===== src/design/ffd_pkg.sv =====
// shared types and constants of the fall detector
`timescale 1ns / 1ps
`default_nettype none
package ffd_pkg;

  // configuration port geometry
  localparam int CFG_IDX_W  = 3;
  localparam int CFG_DATA_W = 34;
  localparam int LVL_W      = 34;
  localparam int MS_W       = 16;
  localparam int GAIN_W     = 16;

  // register indexes
  localparam logic [CFG_IDX_W-1:0] REG_FF_LEVEL  = 3'd0;
  localparam logic [CFG_IDX_W-1:0] REG_IMP_LEVEL = 3'd1;
  localparam logic [CFG_IDX_W-1:0] REG_FF_MIN    = 3'd2;
  localparam logic [CFG_IDX_W-1:0] REG_WINDOW    = 3'd3;
  localparam logic [CFG_IDX_W-1:0] REG_GAIN      = 3'd4;

  // register reset values
  localparam logic [LVL_W-1:0]  RST_FF_LEVEL  = 34'd16777216;
  localparam logic [LVL_W-1:0]  RST_IMP_LEVEL = 34'd419430400;
  localparam logic [MS_W-1:0]   RST_FF_MIN    = 16'd100;
  localparam logic [MS_W-1:0]   RST_WINDOW    = 16'd2000;
  localparam logic [GAIN_W-1:0] RST_GAIN      = 16'd1311;

  // detector phase codes
  localparam logic [1:0] PH_IDLE   = 2'd0;
  localparam logic [1:0] PH_FREE   = 2'd1;
  localparam logic [1:0] PH_WAIT   = 2'd2;
  localparam logic [1:0] PH_UNUSED = 2'd3;

  // pipeline control from the top level to lanes and merge stage
  typedef struct packed {
    logic acc;  // input word taken this cycle
    logic adv;  // pipeline moves this cycle
    logic upd;  // merge stage loads a word into the output register
  } ffd_ctl_t;

endpackage
`default_nettype wire


===== src/design/ffd_lane.sv =====
// one axis lane: gravity low-pass, dynamic acceleration and its square
`timescale 1ns / 1ps
`default_nettype none
module ffd_lane #(
  parameter int SAMPLE_BITS = 16
) (
  input  wire                                   clk,
  input  wire                                   rst_n,
  input  wire ffd_pkg::ffd_ctl_t                ctl,
  input  wire        [ffd_pkg::GAIN_W-1:0]      gain,
  input  wire signed [SAMPLE_BITS-1:0]          raw,
  output logic signed [SAMPLE_BITS+2:0]         dyn,
  output logic        [2*(SAMPLE_BITS+3)-1:0]   sq
);

  localparam int GW = SAMPLE_BITS + 18;          // gravity estimate, Q.16
  localparam int FW = GW + 1;                    // filter difference
  localparam int PW = FW + ffd_pkg::GAIN_W + 1;  // gain product
  localparam int IW = GW - 16;                   // integer part of gravity
  localparam int DW = SAMPLE_BITS + 3;           // dynamic value

  logic signed [GW-1:0] gravity_r;
  logic signed [GW-1:0] gravity_nxt;
  logic signed [FW-1:0] diff;
  logic signed [PW-1:0] prod;
  logic signed [SAMPLE_BITS-1:0] raw_r;
  logic signed [IW-1:0] gint_r;
  logic signed [DW-1:0] dyn_nxt;
  logic signed [2*DW-1:0] sq_nxt;

  // filter step, product floored by arithmetic shift
  always_comb begin
    diff = {{(FW-SAMPLE_BITS-16){raw[SAMPLE_BITS-1]}}, raw, 16'b0}
         - {gravity_r[GW-1], gravity_r};
    prod = {{(PW-FW){diff[FW-1]}}, diff} * $signed({{(PW-ffd_pkg::GAIN_W){1'b0}}, gain});
    gravity_nxt = gravity_r + prod[GW+15:16];
  end

  // gravity state advances with each accepted word
  always_ff @(posedge clk) begin
    if (!rst_n) begin
      gravity_r <= '0;
    end else if (ctl.acc) begin
      gravity_r <= gravity_nxt;
    end
  end

  // stage 1: sample and integer part of updated gravity
  always_ff @(posedge clk) begin
    if (ctl.adv) begin
      raw_r  <= raw;
      gint_r <= gravity_nxt[GW-1:16];
    end
  end

  // stage 2: dynamic value and its square, signed DW by DW product
  always_comb begin
    dyn_nxt = {{(DW-SAMPLE_BITS){raw_r[SAMPLE_BITS-1]}}, raw_r}
            - {{(DW-IW){gint_r[IW-1]}}, gint_r};
    sq_nxt  = (2*DW)'(dyn_nxt) * (2*DW)'(dyn_nxt);
  end

  always_ff @(posedge clk) begin
    if (ctl.adv) begin
      dyn <= dyn_nxt;
      sq  <= sq_nxt;
    end
  end

endmodule
`default_nettype wire


===== config.mk =====
export PLATFORM = sky130hd
export DESIGN_NAME = ffd_lane
export DESIGN_NICKNAME = d
export VERILOG_FILES = /design/src/design/ffd_pkg.sv /design/src/design/ffd_lane.sv
export SDC_FILE = /design/constraint.sdc
export NUM_CORES = 2
export LEC_CHECK = 0
export ABC_AREA = 1
export ABC_CLOCK_PERIOD_IN_PS = 30200
export BUFFER_PORTS_ARGS = -buffer_cell sky130_fd_sc_hd__buf_2
export CORE_ASPECT_RATIO = 1.25
export CORE_UTILIZATION = 30
export DETAILED_ROUTE_END_ITERATION = 7
export SYNTH_ARGS = -nofsm -noshare
export SYNTH_HDL_FRONTEND = slang
export SYNTH_SLANG_ARGS = --single-unit

===== constraint.sdc =====
create_clock -name clk -period 30.2 [get_ports clk]
set_clock_uncertainty 0.15 [all_clocks]
set_input_delay 9.06 -clock clk [delete_from_list [all_inputs] [get_ports clk]]
set_output_delay 9.06 -clock clk [all_outputs]
set_load 0.01 [all_outputs]

==> metrics.md <==
| Metric | Value |
|---|---|
| Worst Path Required | `around 30000 ps` |
| Grt ovf | `0` |
| R2R Setup Slk | `about 19000 ps` |
| Post-detail-place hpwl | `roughly 94000 um` |
| GR Layer Usage met1 | `0.203` |
| Critical-path top delay cell | `xor2_2` |
| Setup TNS | `0 ps` |
| Fillers | `13800` |
| Async SR Flop Fraction | `0` |
| M2 GR Usage | `0.315` |
| GP Congestion | `slightly below 1` |
| Crit path time final | `19240 ps` |
| Rel. slew slack | `0.257` |
| Worst Hold Class | `flop to flop` |
| CTS resizes | `0` |
| Tot GR Track Use | `0.171` |
| Synth top area share | `0.439` |
| Die ar. | `0.132 mm^2` |
| GR peak layer | `met2` |
| Core ar. | `0.129 mm^2` |
| Synthesized area per cell | `8.28 um^2` |
| Clk buf depth | `2` |
| Final hold violations | `0` |
| Cells after Synth | `between 4000 and 5000` |
| Layout area overhead | `7.42%` |
| Worst r2r src | `gravity_r[27]` |
| Worst Path Max Fanout | `16` |
| Avg WL per Cell | `~17 um` |
| GR Util met3 | `0.0177` |
| Die Span Y | `405 um` |
| Port-buffer cells | `just over 90` |
| Crit. End Element | `flop` |
| Layout cells sized above 1 | `0.0459` |
| H-tree Lvls | `4` |
| RSZ-0062 raised after global routing | `false` |
| Root Driver | `clkbuf_16` |
| Worst r2r dst | `gint_r[17]` |
| Setup repair bufs after CTS | `0` |
| Buffers and inverters on the worst path | `6` |
| Starting Density | `0.303` |
| Fmax | `~52 MHz` |
| Crit share post-route | `0.637` |
| Post-synth EDFFs | `89` |
| Arr. time, crit path | `between 15000 and 20000 ps` |
| Net Count, Synth | `5909` |
| Top_reg_cell synth | `edfxtp_1` |
| Iteration-0 DRC Markers | `1731` |
| Vias in the first global route | `approximately 33000` |
| Post-synth top area cell | `fa_1` |
| Worst Tran Pin Value | `1110 ps` |
| Top cells by area, synth | `fa_1, inv_1, ha_1` |
| Number of vias per cell | `4.68` |
| Startpoint Class | `input pin` |
| Crit path from | `raw[11]` |
| Total wire length | `around 110000 um` |
| Status | `finished, final reports clean` |
| Largest net degree at the start of global routing | `between 60 and 70` |
| Max stage delay on crit path | `roughly 670 ps` |
| Final setup viols | `0` |
| Hold Path End | `gravity_r[23]` |
| Via count | `30300` |
| Post-CTS Hold Buffers | `0` |
| Register area share after synthesis | `0.0858` |
| DRC Markers | `0` |
| Max Cap Viol | `0` |
| IO Pins | `94` |
| Reg clk slew, reported paths | `70 ps` |
| Worst Reg-to-Reg Cells | `39` |
| Yosys cell types | `58` |
| Critical path class | `input pin to flop` |
| Hold Startpoint | `gravity_r[23]` |
| Slew Limit Fails | `0` |
| Nets | `5931` |
| CTS Sinks | `about 120` |
| Die width | `325 um` |
| First-pass GRT wire length | `roughly 180000 um` |
| FP Rows | `147` |
| Mapped Area | `0.0391 mm^2` |
| CTS Buf Count | `17` |
| Antenna violations before repair | `6` |
| Drt first pass iters | `5` |
| Final ANT Viol Nets | `0` |
| Family with the most delay on the worst path | `adder cells` |
| Most common cell in the netlist | `inv_1` |
| Hold depth | `4` |
| CTS tree | `yes` |
| Worst-Skew Late Latency | `about 460 ps` |
| Synth top cells by count | `inv_1, fa_1, nand2_1` |
| Yosys reg bits | `123` |
| Synth Warn # | `0` |
[how the worst max path moves through the flow]
stage                          endpoint  slack (ps)  depth (start not counted)
after global placement       gint_r[17]       10470                         40
final                        gint_r[17]       10960                         39
after CTS                    gint_r[17]       10910                         40
after floorplan           gravity_r[32]       13160                         45
after global routing         gint_r[17]       10340                         41
after detailed placement     gint_r[17]       10440                         40
[kinds of logic after synthesis]
logic type / synth area share
AND/OR/NAND/NOR: 0.146
AO/OA/AOI/OAI: 0.0619
other: 0.0000960
flip-flops: 0.0858
buffers and inverters: 0.142
XOR/XNOR: 0.0297
adder cells (fa/ha/maj): 0.534
[registers in the layout (all words and copies together) (netlist names)]
register	count
gravity_r	34
gint_r	18
sq	36
dyn	19
raw_r	16
[layout by cell type (no fill, tap or decap), drive strengths merged, types with 34 or more instances in the layout]
cell    Yosys  layout
a21oi     209     209
buf        23     114
dfxtp      34      34
edfxtp     89      89
fa        856     856
ha        298     298
inv      1339    1346
nand2     751     751
nand3     108     108
nor2      463     463
o21ai     142     142
or2        34      34
xnor2      42      42
xor2       85      85
[layout make-up]
class	count	area, um^2	area share
diodes	1	2.50	0.0000596
clock buffers	19	443	0.0106
clock inverters	13	131	0.00313
inverters	1352	5080	0.121
multi-input cells	3132	30200	0.719
flip-flops and latches	123	3350	0.0799
well taps	1713	2140	0.0511
repair buffers	114	631	0.0150
[through the flow]
step / utilization / std cells / worst slack [ps] / area (um^2) / hold WS (ps)
2_1_floorplan: - / 4718 / 13160 / 39100 / 386
3_3_place_gp: 0.322 / 6434 / 10470 / 41400 / 416
3_5_place_dp: 0.322 / 6434 / 10440 / 41400 / 421
4_1_cts: 0.326 / 6466 / 10910 / 42000 / 433
5_1_grt: 0.326 / 6466 / 10340 / 42000 / 471
6_report: 0.326 / 6467 / 10960 / 42000 / 434
[worst min-delay path, cell delays in order, from the launching register on]
cell     delay [ps]
dfxtp_1         310
inv_1            80
a21oi_1          60
nand2_1          60
inv_1            30
[routing by layer]
metal / routed length (um) / up-vias
met5: 12 / -
met4: 4540 / 2
met3: 5470 / 214
met2: 56800 / 855
met1: 43700 / 15300
li1: - / 13900
Power is not shown: default switching activity piles up to over one toggle a cycle in this logic, so the estimate is an artifact.
