--- src/design/ffd_pkg.sv ---
// shared types and constants of the fall detector
`timescale 1ns / 1ps
`default_nettype none
package ffd_pkg;

  // configuration port geometry
  localparam int CFG_IDX_W  = 3;
  localparam int CFG_DATA_W = 34;
  localparam int LVL_W      = 34;
  localparam int MS_W       = 16;
  localparam int GAIN_W     = 16;

  // register indexes
  localparam logic [CFG_IDX_W-1:0] REG_FF_LEVEL  = 3'd0;
  localparam logic [CFG_IDX_W-1:0] REG_IMP_LEVEL = 3'd1;
  localparam logic [CFG_IDX_W-1:0] REG_FF_MIN    = 3'd2;
  localparam logic [CFG_IDX_W-1:0] REG_WINDOW    = 3'd3;
  localparam logic [CFG_IDX_W-1:0] REG_GAIN      = 3'd4;

  // register reset values
  localparam logic [LVL_W-1:0]  RST_FF_LEVEL  = 34'd16777216;
  localparam logic [LVL_W-1:0]  RST_IMP_LEVEL = 34'd419430400;
  localparam logic [MS_W-1:0]   RST_FF_MIN    = 16'd100;
  localparam logic [MS_W-1:0]   RST_WINDOW    = 16'd2000;
  localparam logic [GAIN_W-1:0] RST_GAIN      = 16'd1311;

  // detector phase codes
  localparam logic [1:0] PH_IDLE   = 2'd0;
  localparam logic [1:0] PH_FREE   = 2'd1;
  localparam logic [1:0] PH_WAIT   = 2'd2;
  localparam logic [1:0] PH_UNUSED = 2'd3;

  // pipeline control from the top level to lanes and merge stage
  typedef struct packed {
    logic acc;  // input word taken this cycle
    logic adv;  // pipeline moves this cycle
    logic upd;  // merge stage loads a word into the output register
  } ffd_ctl_t;

endpackage
`default_nettype wire

--- src/design/ffd_merge.sv ---
// merge stage: magnitude sum, phase machine and output register
`timescale 1ns / 1ps
`default_nettype none
module ffd_merge #(
  parameter int SAMPLE_BITS = 16,
  parameter int TIME_BITS   = 32
) (
  input  wire                                  clk,
  input  wire                                  rst_n,
  input  wire ffd_pkg::ffd_ctl_t               ctl,
  input  wire        [ffd_pkg::LVL_W-1:0]      ff_level,
  input  wire        [ffd_pkg::LVL_W-1:0]      imp_level,
  input  wire        [ffd_pkg::MS_W-1:0]       ff_min_ms,
  input  wire        [ffd_pkg::MS_W-1:0]       window_ms,
  input  wire        [TIME_BITS-1:0]           now_ms,
  input  wire signed [SAMPLE_BITS+2:0]         dyn_x,
  input  wire signed [SAMPLE_BITS+2:0]         dyn_y,
  input  wire signed [SAMPLE_BITS+2:0]         dyn_z,
  input  wire        [2*(SAMPLE_BITS+3)-1:0]   sq_x,
  input  wire        [2*(SAMPLE_BITS+3)-1:0]   sq_y,
  input  wire        [2*(SAMPLE_BITS+3)-1:0]   sq_z,
  output logic signed [SAMPLE_BITS:0]          out_dyn_x,
  output logic signed [SAMPLE_BITS:0]          out_dyn_y,
  output logic signed [SAMPLE_BITS:0]          out_dyn_z,
  output logic                                 out_fall,
  output logic [1:0]                           out_phase
);

  localparam int SW = 2 * (SAMPLE_BITS + 3);
  localparam int MW = SW + 2;
  localparam int CW = (MW > ffd_pkg::LVL_W) ? MW : ffd_pkg::LVL_W;

  logic [1:0]           phase_r;
  logic [1:0]           phase_nxt;
  logic [TIME_BITS-1:0] start_r;
  logic [TIME_BITS-1:0] start_nxt;
  logic                 fall_nxt;
  logic [MW-1:0]        mag;
  logic [CW-1:0]        mag_c;
  logic [CW-1:0]        ff_c;
  logic [CW-1:0]        imp_c;
  logic [TIME_BITS-1:0] elapsed;
  logic [TIME_BITS-1:0] min_t;
  logic [TIME_BITS-1:0] win_t;

  // squared magnitude and elapsed time
  always_comb begin
    mag     = MW'(sq_x) + MW'(sq_y) + MW'(sq_z);
    mag_c   = CW'(mag);
    ff_c    = CW'(ff_level);
    imp_c   = CW'(imp_level);
    elapsed = now_ms - start_r;
    min_t   = TIME_BITS'(ff_min_ms);
    win_t   = TIME_BITS'(window_ms);
  end

  // idle / freefall / impact-wait machine, unused code acts as idle
  always_comb begin
    phase_nxt = phase_r;
    start_nxt = start_r;
    fall_nxt  = 1'b0;
    unique case (phase_r)
      ffd_pkg::PH_FREE: begin
        if (mag_c >= ff_c) begin
          if (elapsed >= min_t) begin
            phase_nxt = ffd_pkg::PH_WAIT;
            start_nxt = now_ms;
          end else begin
            phase_nxt = ffd_pkg::PH_IDLE;
          end
        end else if (elapsed > win_t) begin
          phase_nxt = ffd_pkg::PH_IDLE;
        end
      end
      ffd_pkg::PH_WAIT: begin
        if (mag_c > imp_c) begin
          phase_nxt = ffd_pkg::PH_IDLE;
          fall_nxt  = 1'b1;
        end else if (elapsed > win_t) begin
          phase_nxt = ffd_pkg::PH_IDLE;
        end
      end
      default: begin
        phase_nxt = ffd_pkg::PH_IDLE;
        if (mag_c < ff_c) begin
          phase_nxt = ffd_pkg::PH_FREE;
          start_nxt = now_ms;
        end
      end
    endcase
  end

  // machine state
  always_ff @(posedge clk) begin
    if (!rst_n) begin
      phase_r <= ffd_pkg::PH_IDLE;
      start_r <= '0;
    end else if (ctl.upd) begin
      phase_r <= phase_nxt;
      start_r <= start_nxt;
    end
  end

  // output word register
  always_ff @(posedge clk) begin
    if (ctl.upd) begin
      out_dyn_x <= dyn_x[SAMPLE_BITS:0];
      out_dyn_y <= dyn_y[SAMPLE_BITS:0];
      out_dyn_z <= dyn_z[SAMPLE_BITS:0];
      out_fall  <= fall_nxt;
      out_phase <= phase_nxt;
    end
  end

endmodule
`default_nettype wire

--- config.mk ---
export PLATFORM = sky130hd
export DESIGN_NAME = ffd_merge
export DESIGN_NICKNAME = d
export VERILOG_FILES = /design/src/design/ffd_pkg.sv /design/src/design/ffd_merge.sv
export SDC_FILE = /design/constraint.sdc
export NUM_CORES = 1
export LEC_CHECK = 0
export BUFFER_PORTS_ARGS = -buffer_cell sky130_fd_sc_hd__buf_2
export CAP_MARGIN = 20
export CELL_PAD_IN_SITES_DETAIL_PLACEMENT = 2
export CELL_PAD_IN_SITES_GLOBAL_PLACEMENT = 2
export CORE_ASPECT_RATIO = 1.25
export CORE_MARGIN = 1
export CORE_UTILIZATION = 27
export DETAILED_ROUTE_END_ITERATION = 10
export HOLD_SLACK_MARGIN = 0.12
export PLACE_DENSITY = 0.83
export RECOVER_POWER = 25
export SETUP_SLACK_MARGIN = 0.05
export SLEW_MARGIN = 5
export SYNTH_ARGS = -nofsm -noshare
export SYNTH_HDL_FRONTEND = slang
export SYNTH_SLANG_ARGS = --single-unit
--- constraint.sdc ---
create_clock -name clk -period 6.4 [get_ports clk]
set_input_delay 1.28 -clock clk [delete_from_list [all_inputs] [get_ports clk]]
set_output_delay 1.28 -clock clk [all_outputs]
set_load 0.01 [all_outputs]
==> results.sh <==
export IMPL_slowest_stage="or4_4"
export IMPL_clk_pin_slew_ns=0.07
export IMPL_rows=81
export IMPL_fin_crit_ns=6.28
export IMPL_h_tree_depth=3
export IMPL_tightest_slew_ns=0.759
export IMPL_gp_congestion=0.881
export IMPL_area_growth_pct=32.6
export IMPL_setup_tns_ns=0
export IMPL_critical_path_required_ns=6.59
export IMPL_numPortBuffers=353
export IMPL_rsz0062_at_grt="true"
export IMPL_synth_top_area_frac=0.197
export IMPL_cp_slowest_stage_delay_ns=0.53
export IMPL_finClkSkew_ns=0.0105
export IMPL_grt_antenna_before_repair=10
export IMPL_fin_util=0.365
export IMPL_ys_ff_latch=88
export IMPL_grt_pass1_wl_um=67100
export IMPL_synthCells=1267
export IMPL_power_leakage_nw=6.74
export IMPL_drt_wl_total_um=44700
export IMPL_critPathBufInv=4
export IMPL_syn_nets=1785
export IMPL_status="finished, final reports clean"
export IMPL_cp_max_fo=3
export IMPL_synth_area_top_cells="ha_1 (20%), edfxtp_1 (15%), fa_1 (7.4%)"
export IMPL_via_count=11400
export IMPL_dieArea_um2=40900
export IMPL_ir_drop_v=0.000120
export IMPL_setup_viol=0
export IMPL_fillers=4545
export IMPL_clockRootBuffer="clkbuf_16"
export IMPL_max_clock_freq_mhz=159
export IMPL_grt_util_all_layers=0.210
export IMPL_ant_nets=0
export IMPL_hp_class="flip-flop to flip-flop"
export IMPL_die_y_um=226
export IMPL_clockBufferDepth=2
export IMPL_synth_top_cells_by_count="ha_1 (170), inv_1 (155), nand2_1 (144)"
export IMPL_power_density_nw_per_um2=234
export IMPL_final_cell_area_um2=14300
export IMPL_path_class="input port to flip-flop"
export IMPL_cts_made_buffers=9
export IMPL_async_flop_share=0
export IMPL_ys_warn_count=0
export IMPL_fp_coreArea_um2=39300
export IMPL_cp_arrival_ns=6.47
export IMPL_grt_ovfl_total=0
export IMPL_synth_edff_count=54
export IMPL_slew_violations=0
export IMPL_grt_pass1_vias=13000
export IMPL_synth_area_leader_cell="ha_1"
export IMPL_drt_iter0_markers=272
export IMPL_grt_max_degree=69
export IMPL_firstDrtPassIters=4
export IMPL_drc=0
export IMPL_fin_crit_sh=0.982
export IMPL_end_kind="flip-flop"
export IMPL_syn_area_um2=10800
export IMPL_dp_hpwl_um=38000
export IMPL_chipWidth_um=181
export IMPL_slew_headroom=0.494
export IMPL_place_area_um2=13600
export IMPL_crit_path_start_kind="input port"
export IMPL_cts_tree="built"
export IMPL_synth_ff_type="edfxtp_1"
export IMPL_hold_viol=0
export IMPL_yosysUniqueCellTypes=82
export IMPL_wl_per_cell_um=20.3
export IMPL_holdWs_ns=0.464
export IMPL_clock_latency_ns=0.37
export IMPL_synth_avg_cell_area_um2=8.54
export IMPL_drive_gt1_frac=0.316
export IMPL_via_per_inst=5.19
export IMPL_seq_area_frac_synth=0.213
export IMPL_pin_count=362
export IMPL_nets=2214
export IMPL_path_delay_family="compound AO/OA/AOI/OAI gates"
export IMPL_yosys_cell_count_top_type="ha_1"
export IMPL_maxCapViolCount=0
export IMPL_numClockSinks=88
export IMPL_initial_utilization=0.275
[metal layers]
metal  global-route usage  part of all wire  wire [µm]  vias up
li1                     -                 -          -     5404
met3               0.0289             0.036       1610       90
met1                0.211              0.38      16900     5601
met4                0.113             0.041       1810        8
met2                0.415              0.54      24300      331
met5                    0            0.0011         49        -
[path summary, 6_finish.rpt]
kind	start	slack [ns]	end	cells past startpoint
setup / recovery	sq_x[2]	0.12	out_phase[0]	25
hold / removal	start_r[1]	0.46	start_r[1]	2
setup reg to reg	start_r[0]	1.48	start_r[16]	19
hold reg to reg	start_r[1]	0.46	start_r[1]	2
[repair_timing]
action | CTS | global route
setup endpoints to repair | 36 | 36
endpoints found under the hold margin | 0 | 0
pin swaps | 9 | 32
hold buffers | 0 | 0
gates resized for setup | 12 | 43
buffers inserted | 2 | 9
cloned | 0 | 3
[state kept, by name, indices dropped and copies added (netlist names)]
name,count
out_dyn_y,17
start_r,32
out_phase,2
out_dyn_x,17
phase_r,2
out_fall,1
out_dyn_z,17
[through the flow]
stage,total power [W],std cells,setup WS [ns]
after detailed placement,0.00259,2169,-0.680
after floorplan,0.00178,1267,0.119
after CTS,0.00327,2187,0.0414
after global routing,0.00360,2205,-0.102
after global placement,0.00246,2169,-0.537
final,0.00336,2205,0.118
[power breakdown]
part	internal [W]	switching, W	leakage (nW)
Clock	0.000353	0.000274	0.162
Combinational	0.000926	0.00116	5.77
Sequential	0.000639	0.0000113	0.804
Total	0.00192	0.00144	6.74
[worst register-to-register path, cell delays in order, from the launching register on]
cell and delay, ns:
dfxtp_1 0.35, ha_1 0.17, inv_1 0.05, fa_1 0.41, a21o_1 0.25, a221o_1 0.35, a211oi_1 0.52, xnor2_1 0.26
ha_1 0.24, a21o_1 0.17, a21o_1 0.16, a21oi_1 0.20, o21ai_0 0.13, a21oi_1 0.26, nand3_1 0.16, or3_4 0.37
a32o_2 0.30, buf_12 0.15, clkbuf_16 0.18, mux2i_1 0.12
[area by class of cell]
| class | instances | area [µm²] | share of cell area |
|---|---|---|---|
| Multi-Input combinational cell | 985 | 7820 | 0.545 |
| Timing Repair Buffer | 457 | 2660 | 0.185 |
| Sequential cell | 88 | 2300 | 0.161 |
| Tap cell | 498 | 623 | 0.0435 |
| Inverter | 155 | 584 | 0.0408 |
| Clock buffer | 9 | 225 | 0.0157 |
| Clock inverter | 7 | 110 | 0.00768 |
| Antenna cell | 6 | 15.0 | 0.00105 |
[cell usage in the layout (no fill, tap or decap), types with 4 or more instances in the layout]
cell type / n
o21ai_1: 7
ha_1: 169
and2_1: 4
nand4_1: 45
xor2_1: 22
a21o_1: 40
buf_4: 97
nor3_1: 15
or3_1: 5
mux2i_1: 31
o21bai_1: 14
or2_2: 6
a21oi_1: 101
a211oi_1: 5
nand3_1: 19
and3_1: 5
clkbuf_16: 12
nand2b_1: 8
edfxtp_1: 54
a31oi_1: 9
nor4_1: 8
nor2_1: 58
nand2_1: 144
o21ai_0: 60
diode_2: 6
a221oi_1: 5
o21a_1: 14
buf_2: 351
inv_1: 151
nor2b_1: 5
o211ai_1: 10
fa_1: 39
dfxtp_1: 34
a21oi_2: 7
xnor2_1: 29
[cell families (layout without fill, tap and decap cells)]
group | count (synthesis) | in the layout | synth area share
other | 0 | 6 | 0
AND/OR/NAND/NOR | 352 | 352 | 0.157
buffers and inverters | 194 | 628 | 0.0815
flip-flops | 88 | 88 | 0.213
XOR/XNOR | 53 | 53 | 0.0429
multiplexers | 35 | 35 | 0.0326
AO/OA/AOI/OAI | 335 | 335 | 0.202
adder cells (fa/ha/maj) | 210 | 210 | 0.271
Power figures use the tool's default switching activity.
